File: config.mk
export PLATFORM = sky130hd
export DESIGN_NAME = lfia_controller
export DESIGN_NICKNAME = d
export VERILOG_FILES = /design/src/sv/lfia_pkg.sv /design/src/sv/lfia_controller.sv
export SDC_FILE = /design/constraint.sdc
export NUM_CORES = 1
export LEC_CHECK = 0
export ABC_AREA = 0
export BUFFER_PORTS_ARGS = -buffer_cell sky130_fd_sc_hd__buf_2
export CORE_AREA = 3 3 40 42
export CTS_BUF_LIST = sky130_fd_sc_hd__clkbuf_16
export CTS_CLUSTER_DIAMETER = 150
export DETAILED_ROUTE_END_ITERATION = 6
export DIE_AREA = 0 0 43 45
export HOLD_SLACK_MARGIN = 0.1
export MAX_ROUTING_LAYER = met4
export PLACE_DENSITY = 0.54
export RECOVER_POWER = 100
export SLEW_MARGIN = 5
export SYNTH_ARGS = -nofsm -noshare
export SYNTH_HDL_FRONTEND = slang
export SYNTH_SLANG_ARGS = --single-unit
File: constraint.sdc
create_clock -name clock -period 2 [get_ports clock]
set_input_delay 0.3 -clock clock [delete_from_list [all_inputs] [get_ports clock]]
set_output_delay 0.3 -clock clock [all_outputs]
set_load 0.02 [all_outputs]
File: src/sv/lfia_pkg.sv
`default_nettype none
package lfia_pkg;

   localparam int MAX_IDS   = 256;
   localparam int ID_W      = (MAX_IDS > 2) ? $clog2(MAX_IDS) : 1;
   localparam int COUNT_W   = $clog2(MAX_IDS + 1);
   localparam int REQ_ID_W  = 8;
   localparam int HANDLE_W  = 32;
   localparam int IDX_W     = (ID_W > REQ_ID_W) ? ID_W : REQ_ID_W;
   localparam int WORD_W    = 16;
   localparam int WBIT_W    = $clog2(WORD_W);
   localparam int NUM_WORDS = (MAX_IDS + WORD_W - 1) / WORD_W;
   localparam int WPTR_W    = (NUM_WORDS > 1) ? $clog2(NUM_WORDS) : 1;
   localparam int POS_W     = WPTR_W + WBIT_W;

   localparam logic [1:0] ACT_ALLOC  = 2'd0;
   localparam logic [1:0] ACT_FREE   = 2'd1;
   localparam logic [1:0] ACT_LOOKUP = 2'd2;

   localparam logic [1:0] ST_OK        = 2'd0;
   localparam logic [1:0] ST_FULL      = 2'd1;
   localparam logic [1:0] ST_EMPTY     = 2'd2;
   localparam logic [1:0] ST_NOT_FOUND = 2'd3;

   typedef struct packed {
      logic       load;
      logic       scan_next;
      logic       set_used;
      logic       clr_used;
      logic       rd_en;
      logic       rsp_fire;
      logic [1:0] status;
   } dp_cmd_type;

   typedef struct packed {
      logic [1:0] action;
      logic       full;
      logic       empty;
      logic       hit;
      logic       word_free;
   } dp_status_type;

endpackage
`default_nettype wire

File: src/sv/lfia_controller.sv
`default_nettype none
module lfia_controller (
   input  wire logic                    clock,
   input  wire logic                    reset,
   input  wire logic                    start,
   output logic                         busy,
   output logic                         rsp_strobe,
   output lfia_pkg::dp_cmd_type         cmd,
   input  wire lfia_pkg::dp_status_type stat
);

   typedef enum logic [1:0] {
      S_IDLE,
      S_DECIDE,
      S_SCAN
   } state_type;

   state_type state_ff;
   state_type state_in;
   logic      rsp_strobe_ff;
   logic      rsp_strobe_in;

   always_comb begin
      cmd           = '0;
      cmd.status    = lfia_pkg::ST_OK;
      state_in      = state_ff;
      rsp_strobe_in = 1'b0;
      case (state_ff)
         S_IDLE: begin
            if (start) begin
               cmd.load = 1'b1;
               state_in = S_DECIDE;
            end
         end
         S_DECIDE: begin
            state_in = S_IDLE;
            case (stat.action)
               lfia_pkg::ACT_ALLOC: begin
                  if (stat.full) begin
                     cmd.rsp_fire  = 1'b1;
                     cmd.status    = lfia_pkg::ST_FULL;
                     rsp_strobe_in = 1'b1;
                  end else begin
                     state_in = S_SCAN;
                  end
               end
               lfia_pkg::ACT_FREE: begin
                  cmd.rsp_fire  = 1'b1;
                  rsp_strobe_in = 1'b1;
                  if (stat.empty) begin
                     cmd.status = lfia_pkg::ST_EMPTY;
                  end else if (!stat.hit) begin
                     cmd.status = lfia_pkg::ST_NOT_FOUND;
                  end else begin
                     cmd.clr_used = 1'b1;
                  end
               end
               lfia_pkg::ACT_LOOKUP: begin
                  cmd.rsp_fire  = 1'b1;
                  rsp_strobe_in = 1'b1;
                  if (stat.hit) begin
                     cmd.rd_en = 1'b1;
                  end else begin
                     cmd.status = lfia_pkg::ST_NOT_FOUND;
                  end
               end
               default: begin
                  cmd.rsp_fire  = 1'b1;
                  cmd.status    = lfia_pkg::ST_NOT_FOUND;
                  rsp_strobe_in = 1'b1;
               end
            endcase
         end
         S_SCAN: begin
            // a free bit exists since the count is below capacity
            if (stat.word_free) begin
               cmd.set_used  = 1'b1;
               cmd.rsp_fire  = 1'b1;
               rsp_strobe_in = 1'b1;
               state_in      = S_IDLE;
            end else begin
               cmd.scan_next = 1'b1;
            end
         end
         default: begin
            state_in = S_IDLE;
         end
      endcase
   end

   always_ff @(posedge clock) begin
      if (reset) begin
         state_ff      <= S_IDLE;
         rsp_strobe_ff <= 1'b0;
      end else begin
         state_ff      <= state_in;
         rsp_strobe_ff <= rsp_strobe_in;
      end
   end

   assign busy       = (state_ff != S_IDLE);
   assign rsp_strobe = rsp_strobe_ff;

endmodule
`default_nettype wire

# Word level (Yosys, flattened, before mapping)
# Index checks and enable logic that the tools add are counted.
# word_totals
register_bits	3
input_bits	9
output_inout_bits	10
word_cells	36
# classes
mux	24
n_reduce_logical	4
eq_ne	6
# ops
cell	count
2-to-1 mux 2 bit	9
2-to-1 mux 1 bit	10
case mux 3 bit (3 select lines)	1
case mux 2 bit (3 select lines)	1
equality test 2 x 1 -> 1 bit, second input constant	2
equality test 2 bit, second input constant	2
logical NOT 2 bit	2
!= test 2 bit, second input constant	2
case mux 1 bit (2 select lines)	2
2-to-1 mux 3 bit	1
AND reduction 2 bit	1
nonzero test 2 bit	1

# Depth between registers and ports, before layout
# Gate-level depths: netlist of the first run.
# depth
ltp_word	4
mapped_depth	5
mapped_depth_nobuf	5

# Least setup slack after synthesis of the first run
# Ideal clock, no wire load.
# synth_timing
path_kind	register to output
startpoint	reg state_ff[0]
endpoint	out cmd[2] (netlist name)
arrival_time_ns	1.277
path_stages_with_launch	6
slack_ns	0.423
cell_sequence	dfxtp_1 inv_1 ha_1 and2_1 o21ai_0 a21oi_1
# synth_rtl
item	line_no	source
start: declaration	lfia_controller.sv:18	state_type state_ff;
start signal: assignment	lfia_controller.sv:96	state_ff <= state_in;
end: declaration	lfia_controller.sv:8	output lfia_pkg::dp_cmd_type cmd,

==> results_dict.tcl, run 1 <==
set metrics [dict create \
    ys.warnings.count 0 \
    fill_cells 141 \
    wirelength_um 773 \
    core-area_mm2 0.00128 \
    clock_sinks 3 \
    firstDrtPassIters 1 \
    chipWidth_um 43 \
    cp-endpoint "cmd[2]" \
    async_flop_share_pct 0 \
    synth_edf_count 0 \
    critPathKind "reg2out" \
    crit_path_max_fanout 4 \
    clk_latency_ns 0.22 \
    finalSetupTns_ns 0 \
    via_per_inst 4.44 \
    rsz0062_at_grt "false" \
    synth.distinct_cells 19 \
    cts_tree "yes" \
    grt_max_degree 8 \
    ys_seq_area_share_pct 16.4 \
    grtUsageTotal_pct 8.90 \
    area_delta_synth_final_pct 46.1 \
    reg2reg_from "state_ff[0]" \
    numPortBuffers 18 \
    hp-class "in2reg" \
    synth-seq-cells 3 \
    drv_cap 0 \
    clock_path_buffers 2 \
    overflow 0 \
    drtAntennaViolNets 0 \
    grt_pass1_wl_mm 1.24 \
    cp-start-kind "flip-flop" \
    cp.required_ns 1.70 \
    dp.cells 77 \
    ff2ff_setup_slack_ns 0.44 \
    die-area_mm2 0.00194 \
    r2r_end "state_ff[1]" \
    setup_viol 0 \
    row_count 13 \
    antenna_found_initial 0 \
    slew_headroom_pct 78.9 \
    r2r_cells 5 \
    fmax_mhz 557 \
    tightest_slew_ns 0.316 \
    finClkSkew_ns 0.00338 \
    cts_root_buffer "clkbuf_16" \
    crit_start "state_ff[0]" \
    netlist_instances 44 \
    post_cts_buffers 0 \
    power_density_mw_per_mm2 872 \
    drtIter0Drc 0 \
    htree_levels 1 \
    routedWlPerCell_um 9.54 \
    crit_path_end_kind "output port" \
    gp_congestion 0.688 \
    synth_ff_type "dfxtp_1" \
    cts_resized 0 \
    diodes 0 \
    cts_buffers 3 \
    synthesis.nets 62 \
    grt_pass1_vias 299 \
    ir_worst_vdd_uv 574 \
    arrival_ns 1.49 \
    start_util_pct 28.5 \
    post-route-period-util_pct 89.7 \
    synthTopCellsByArea "ha_1 31%, dfxtp_1 16%, inv_1 7.2%" \
    syn_area_per_cell_um2 8.33 \
    die-height_um 45 \
    hold_buffers 0 \
    yosys.area.top_type "ha_1" \
    min_period_ns 1.79 \
    maxSlewViolCount 0 \
    power_leakage_nw 0.265 \
    layout.nets 85 \
    final_cells 81 \
    pin_count 19 \
    status "complete, no violations" \
    drive_above_1_share_pct 19.7 \
    synth_most_common_cell "ha_1" \
    synth_top_cells_by_count "9 x ha_1, 7 x inv_1, 4 x a21oi_1, 4 x o21ai_0, 3 x dfxtp_1" \
    drc 0 \
    synth_area_um2 367 \
    clkTransAtPathRegs_ns 0.03 \
    vias 360 \
    dp_hpwl_um 635 \
    finalHoldViolCount 0 \
    synth_top_area_share_pct 30.7 \
]
==> kinds of logic after synthesis <==
family,count (synthesis),share of synthesized area (%)
adder cells (fa/ha/maj),9,30.7
buffers and inverters,7,7.17
flip-flops,3,16.4
AND/OR/NAND/NOR,13,26.3
AO/OA/AOI/OAI,12,19.5
==> how the worst min path moves through the flow <==
stage / from / end / cells after the start
6_report: reset / state_ff[1] / 2
5_1_grt: reset / state_ff[1] / 2
4_1_cts: reset / state_ff[1] / 2
3_5_place_dp: state_ff[1] / state_ff[1] / 2
3_3_place_gp: state_ff[1] / state_ff[1] / 2
2_1_floorplan: reset / state_ff[1] / 1
==> sequential cells by signal, summed over array words and instances, names as in the netlist <==
register / cells
rsp_strobe: 1
state_ff: 2
==> through the flow <==
step	worst slack, ns	power, mW	utilization [%]	hold slack (ns)	area, um^2
finish	0.206	0.467	41.7	0.283	536
global route	0.0834	0.492	41.7	0.296	536
CTS	0.258	0.475	43.1	0.284	554
detailed placement	0.494	0.164	37.0	0.493	475
global placement	0.488	0.164	37.0	0.495	475
floorplan	0.423	0.132	-	0.369	367
==> placed cells by master (no fill, tap or decap), drive strengths merged <==
master | synthesis | routed
inv | 7 | 8
a21boi | 1 | 1
o41ai | 1 | 1
o21ai | 4 | 4
or4b | 1 | 1
and3 | 1 | 1
ha | 9 | 9
buf | 0 | 9
and4b | 1 | 1
nor2b | 3 | 3
nand2b | 1 | 1
o31ai | 1 | 1
a211oi | 1 | 1
and2 | 2 | 2
and2b | 1 | 1
a21oi | 4 | 4
nor3b | 1 | 1
nor2 | 2 | 2
clkbuf | 0 | 12
dfxtp | 3 | 3
==> where the power goes <==
group          total [mW]  switching [mW]  internal, mW
Combinational      0.0916          0.0542        0.0373
Sequential         0.0676         0.00300        0.0646
Clock               0.307          0.0501         0.257
Total               0.467           0.107         0.359
==> per-layer routing <==
| layer | global-route usage [%] | part of all wire [%] |
|---|---|---|
| met1 | 10.8 | 43 |
| met4 | 1.81 | 0 |
| met3 | 4.78 | 10 |
| met5 | - | 0 |
| met2 | 13.2 | 47 |
==> cell type report <==
cell class / count / area, um^2 / area share, %
clock buffer: 3 / 75.1 / 14.0
clock inverter: 1 / 3.75 / 0.701
inverter: 7 / 26.3 / 4.91
multi-input combinational: 34 / 273 / 50.9
sequential: 3 / 60.1 / 11.2
tap: 15 / 18.8 / 3.50
timing repair buffer: 18 / 78.8 / 14.7
==> critical path, stage by stage, from the launching register on <==
cell	delay, ns
dfxtp_1	0.32
inv_1	0.10
ha_1	0.17
and2_0	0.21
o21ai_0	0.11
a21oi_1	0.12
clkbuf_1	0.25
(Power assumes the default switching activity.)
==> run 2: changes to the inputs <==
--- a/config.mk
+++ b/config.mk
@@ -14,7 +14,7 @@
 export DIE_AREA = 0 0 43 45
 export HOLD_SLACK_MARGIN = 0.1
 export MAX_ROUTING_LAYER = met4
-export PLACE_DENSITY = 0.54
+export PLACE_DENSITY = 0.56
 export RECOVER_POWER = 100
 export SLEW_MARGIN = 5
 export SYNTH_ARGS = -nofsm -noshare
==> constraint.sdc (replaced) <==
create_clock -name clock -period 1.55 [get_ports clock]
set_input_delay 0.2325 -clock clock [delete_from_list [all_inputs] [get_ports clock]]
set_output_delay 0.2325 -clock clock [all_outputs]
set_load 0.02 [all_outputs]
==> results_dict.tcl, run 2 (synthesized netlist as in run 1, its figures left out) <==
set metrics [dict create \
    status "complete, no violations" \
    r2r_cells 5 \
    finalHoldViolCount 0 \
    numPortBuffers 18 \
    die-area_mm2 0.00194 \
    use_met2_pct 16.2 \
    power_density_mw_per_mm2 1020 \
    chipWidth_um 43 \
    maxSlewViolCount 0 \
    hold_buffers 0 \
    fmax_mhz 664 \
    vias 376 \
    largest_reg_flops 2 \
    wirelength_um 858 \
    drv_cap 0 \
    power_leakage_nw 0.315 \
    grt.met3_usage_pct 3.59 \
    drive_above_1_share_pct 50.0 \
    htree_levels 1 \
    cts_root_buffer "clkbuf_16" \
    core-area_mm2 0.00128 \
    overflow 0 \
    cts_tree "yes" \
    layout_commonest_cell "buf_2" \
    min_period_ns 1.51 \
    start_util_pct 28.5 \
    worstPathCellList "inv_4 -> ha_4 -> and2_4 -> nor2_1 -> a21oi_2 -> buf_4" \
    layout.nets 87 \
    p_total_uw 643 \
    clk_latency_ns 0.22 \
    top_register "state_ff" \
    crit_path_max_fanout 4 \
    clock_path_buffers 2 \
    dp.cells 77 \
    holdPathStages 2 \
    finish.utilization_pct 48.9 \
    grt_pass1_vias 346 \
    die-height_um 45 \
    via_per_inst 4.53 \
    slew_headroom_pct 80.5 \
    clkTransAtPathRegs_ns 0.03 \
    routedWlPerCell_um 10.3 \
    critPathKind "reg2out" \
    antenna_found_initial 0 \
    use_met1_pct 10.1 \
    drtIter0Drc 4 \
    grt_max_degree 8 \
    cts_buffers 3 \
    cp-start-kind "flip-flop" \
    tightest_slew_ns 0.289 \
    pin_count 19 \
    hp-class "in2reg" \
    area_delta_synth_final_pct 71.3 \
    diodes 0 \
    grtUsageTotal_pct 9.25 \
    clock_sinks 3 \
    firstDrtPassIters 4 \
    grt_pass1_wl_mm 1.34 \
    cp_slowest_cell "dfxtp_4" \
    dp_hpwl_um 654 \
    arrival_ns 1.27 \
    cp.depth 6 \
    crit_buf_inv 2 \
    hold_ws_ns 0.219 \
    post-route-period-util_pct 97.1 \
    drc 0 \
    finClkSkew_ns 0.00470 \
    critical-path-top-delay-family "flip-flops" \
    setup_viol 0 \
    cp.required_ns 1.32 \
    row_count 13 \
    most-common-layout-cells "16 x buf_2, 6 x inv_1, 6 x ha_1" \
    ir_worst_vdd_uv 769 \
    gp_congestion 0.708 \
    finalSetupTns_ns 0 \
    crit_path_end_kind "output port" \
    final_cells 83 \
    drtAntennaViolNets 0 \
    busiest_layer "met2" \
    critPathMaxStageDelay_ns 0.37 \
]
## run 2: layer usage
layer  routed length (um)  vias up  share of wire [%]
met2                  445       14                 52
li1                     -      196                  -
met4                    0        0                  0
met3                   54        0                6.3
met1                  358      166                 42
met5                    0        -                  0
## run 2: area by class of cell
type	instances	area (um^2)
clock inverters	1	3.75
inverters	7	28.8
repair buffers	20	106
well taps	15	18.8
multi-input cells	34	328
fillers	129	657
clock buffers	3	75.1
flip-flops and latches	3	67.6
## run 2: worst paths after layout
| kind | slack [ns] | startpoint | to |
|---|---|---|---|
| worst min-delay path | 0.22 | reset | state_ff[1] |
| worst max register to register | 0.10 | state_ff[0] | state_ff[1] |
| worst max-delay path | 0.04 | state_ff[0] | cmd[2] |
| worst min register to register | 0.52 | state_ff[1] | state_ff[1] |
## run 2: what timing repair did
item | CTS | global route
setup buffers | 0 | 2
gates cloned | 0 | 0
endpoints found under the setup margin | 1 | 6
gates resized for setup | 6 | 11
pin swaps | 0 | 2
## run 2: stage by stage
| stage | worst slack, ns | area [um^2] |
|---|---|---|
| after global routing | -0.00261 | 628 |
| final | 0.0445 | 628 |
| after CTS | 0.0125 | 563 |
| after detailed placement | 0.0459 | 475 |
| after global placement | 0.0620 | 475 |
| after floorplan | 0.0407 | 367 |
## run 2: report_power, final
group	leakage [nW]	internal, mW	switching (mW)
combinational	0.247	0.0708	0.0797
sequential	0.0259	0.0832	0.00824
clock	0.0423	0.333	0.0684
total	0.315	0.487	0.156
==> run 3: changes to the inputs <==
==> constraint.sdc (replaced) <==
create_clock -name clock -period 1.55 [get_ports clock]
set_input_delay 0.2325 -clock clock [delete_from_list [all_inputs] [get_ports clock]]
set_output_delay 0.2325 -clock clock [all_outputs]
set_load 0.1 [all_outputs]
==> results_dict.tcl, run 3 (synthesized netlist as in run 1, its figures left out) <==
set metrics [dict create \
    row_count 13 \
    min_period_ns 1.56 \
    via_per_inst 4.48 \
    cts_tree "yes" \
    grt_max_degree 8 \
    power_density_mw_per_mm2 971 \
    top_register "state_ff" \
    worstPathCellList "inv_4 -> ha_4 -> and2_4 -> o21ai_4 -> a21oi_4 -> buf_12" \
    gp_congestion 0.679 \
    fmax_mhz 640 \
    chipWidth_um 43 \
    die-area_mm2 0.00194 \
    cp_slowest_cell "dfxtp_4" \
    finClkSkew_ns 0.00116 \
    fin_area_um2 856 \
    drc 0 \
    pin_count 19 \
    hp-class "in2reg" \
    wirelength_um 915 \
    grtUsageTotal_pct 11.2 \
    cts_buffers 3 \
    numPortBuffers 18 \
    grt_pass1_wl_mm 1.50 \
    drive_above_1_share_pct 66.2 \
    violations "setup timing" \
    core-area_mm2 0.00128 \
    hold_buffers 0 \
    start_util_pct 28.5 \
    maxSlewViolCount 0 \
    r2r_cells 5 \
    post-route-period-util_pct 101 \
    crit_path_max_fanout 4 \
    crit_path_end_kind "output port" \
    cts_root_buffer "clkbuf_16" \
    diodes 0 \
    status "finished, violations left" \
    firstDrtPassIters 2 \
    setup_viol 1 \
    die-height_um 45 \
    dp_hpwl_um 691 \
    worst_slack_ns -0.0128 \
    placed_cell_area_um2 682 \
    cp.required_ns 1.32 \
    finalHoldViolCount 0 \
    grt_pass1_vias 384 \
    clock_sinks 3 \
    holdPathStages 2 \
    overflow 0 \
    htree_levels 1 \
    arrival_ns 1.33 \
    vias 399 \
    antenna_found_initial 0 \
    clk_latency_ns 0.22 \
    power_leakage_nw 0.379 \
    rsz0062_at_grt "true" \
    critPathMaxStageDelay_ns 0.35 \
    layout_commonest_cell "buf_12" \
    drtIter0Drc 2 \
    drtAntennaViolNets 0 \
    cp-start-kind "flip-flop" \
    area_delta_synth_final_pct 133 \
    layout.nets 93 \
    slew_headroom_pct 64.1 \
    routedWlPerCell_um 10.3 \
    critPathKind "reg2out" \
    largest_reg_flops 2 \
    most-common-layout-cells "9 x buf_12, 8 x buf_2, 8 x buf_4" \
    ir_worst_vdd_uv 484 \
    clkTransAtPathRegs_ns 0.03 \
    clock_path_buffers 2 \
    dp_slack_ns 0.0219 \
    drv_cap 0 \
    tightest_slew_ns 0.542 \
]
[run 3: cell types whose count changed in the layout (fill, tap and decap cells not counted), sizes merged]
cell  previous run  this run
buf             19        25
[run 3: where the power goes]
group	switching, mW	internal (mW)
logic	0.203	0.141
registers	0.00829	0.0833
clock network	0.0633	0.332
[run 3: final cells by class]
class	count	area [um^2]
clock inverter	1	3.75
inverter	7	31.3
tap	15	18.8
sequential	3	67.6
multi-input combinational	34	374
fill	94	429
clock buffer	3	75.1
timing repair buffer	26	285
[run 3: worst paths after layout]
kind                             startpoint          end  slack [ns]
worst max-delay path            state_ff[0]       cmd[2]       -0.01
worst min-delay path                  reset  state_ff[1]        0.20
worst max register to register  state_ff[0]  state_ff[1]        0.10
worst min register to register  state_ff[1]  state_ff[1]        0.52
[run 3: critical path: cells and delay by family (launching register included)]
family | cells | cell delay, ns
flip-flops | 1 | 0.35
AO/OA/AOI/OAI | 2 | 0.19
AND/OR/NAND/NOR | 1 | 0.17
adder cells (fa/ha/maj) | 1 | 0.13
buffers and inverters | 2 | 0.27
[run 3: metal layers]
metal | global-route usage, % | share of wire, % | vias to the layer above
met4 | 9.04 | 2.5 | 0
met3 | 4.38 | 6.0 | 2
met2 | 16.5 | 49 | 13
met1 | 12.0 | 42 | 172
met5 | - | 0 | -
li1 | - | - | 212
[run 3: per-stage QoR]
stage | hold WS [ns] | util [%] | TNS (ns) | cells | power (mW)
3_3_place_gp | 0.439 | 53.1 | 0 | 81 | 0.397
4_1_cts | 0.202 | 65.0 | -0.0219 | 88 | 0.836
2_1_floorplan | 0.302 | - | -0.234 | 44 | 0.290
5_1_grt | 0.221 | 66.6 | -0.0848 | 89 | 0.863
6_report | 0.203 | 66.6 | -0.0128 | 89 | 0.831
3_5_place_dp | 0.440 | 53.1 | 0 | 81 | 0.398
[run 3: what timing repair did]
action | CTS | global route
setup endpoints to repair | 6 | 4
setup buffers | 3 | 1
pin swaps | 2 | 3
gates resized for setup | 12 | 5
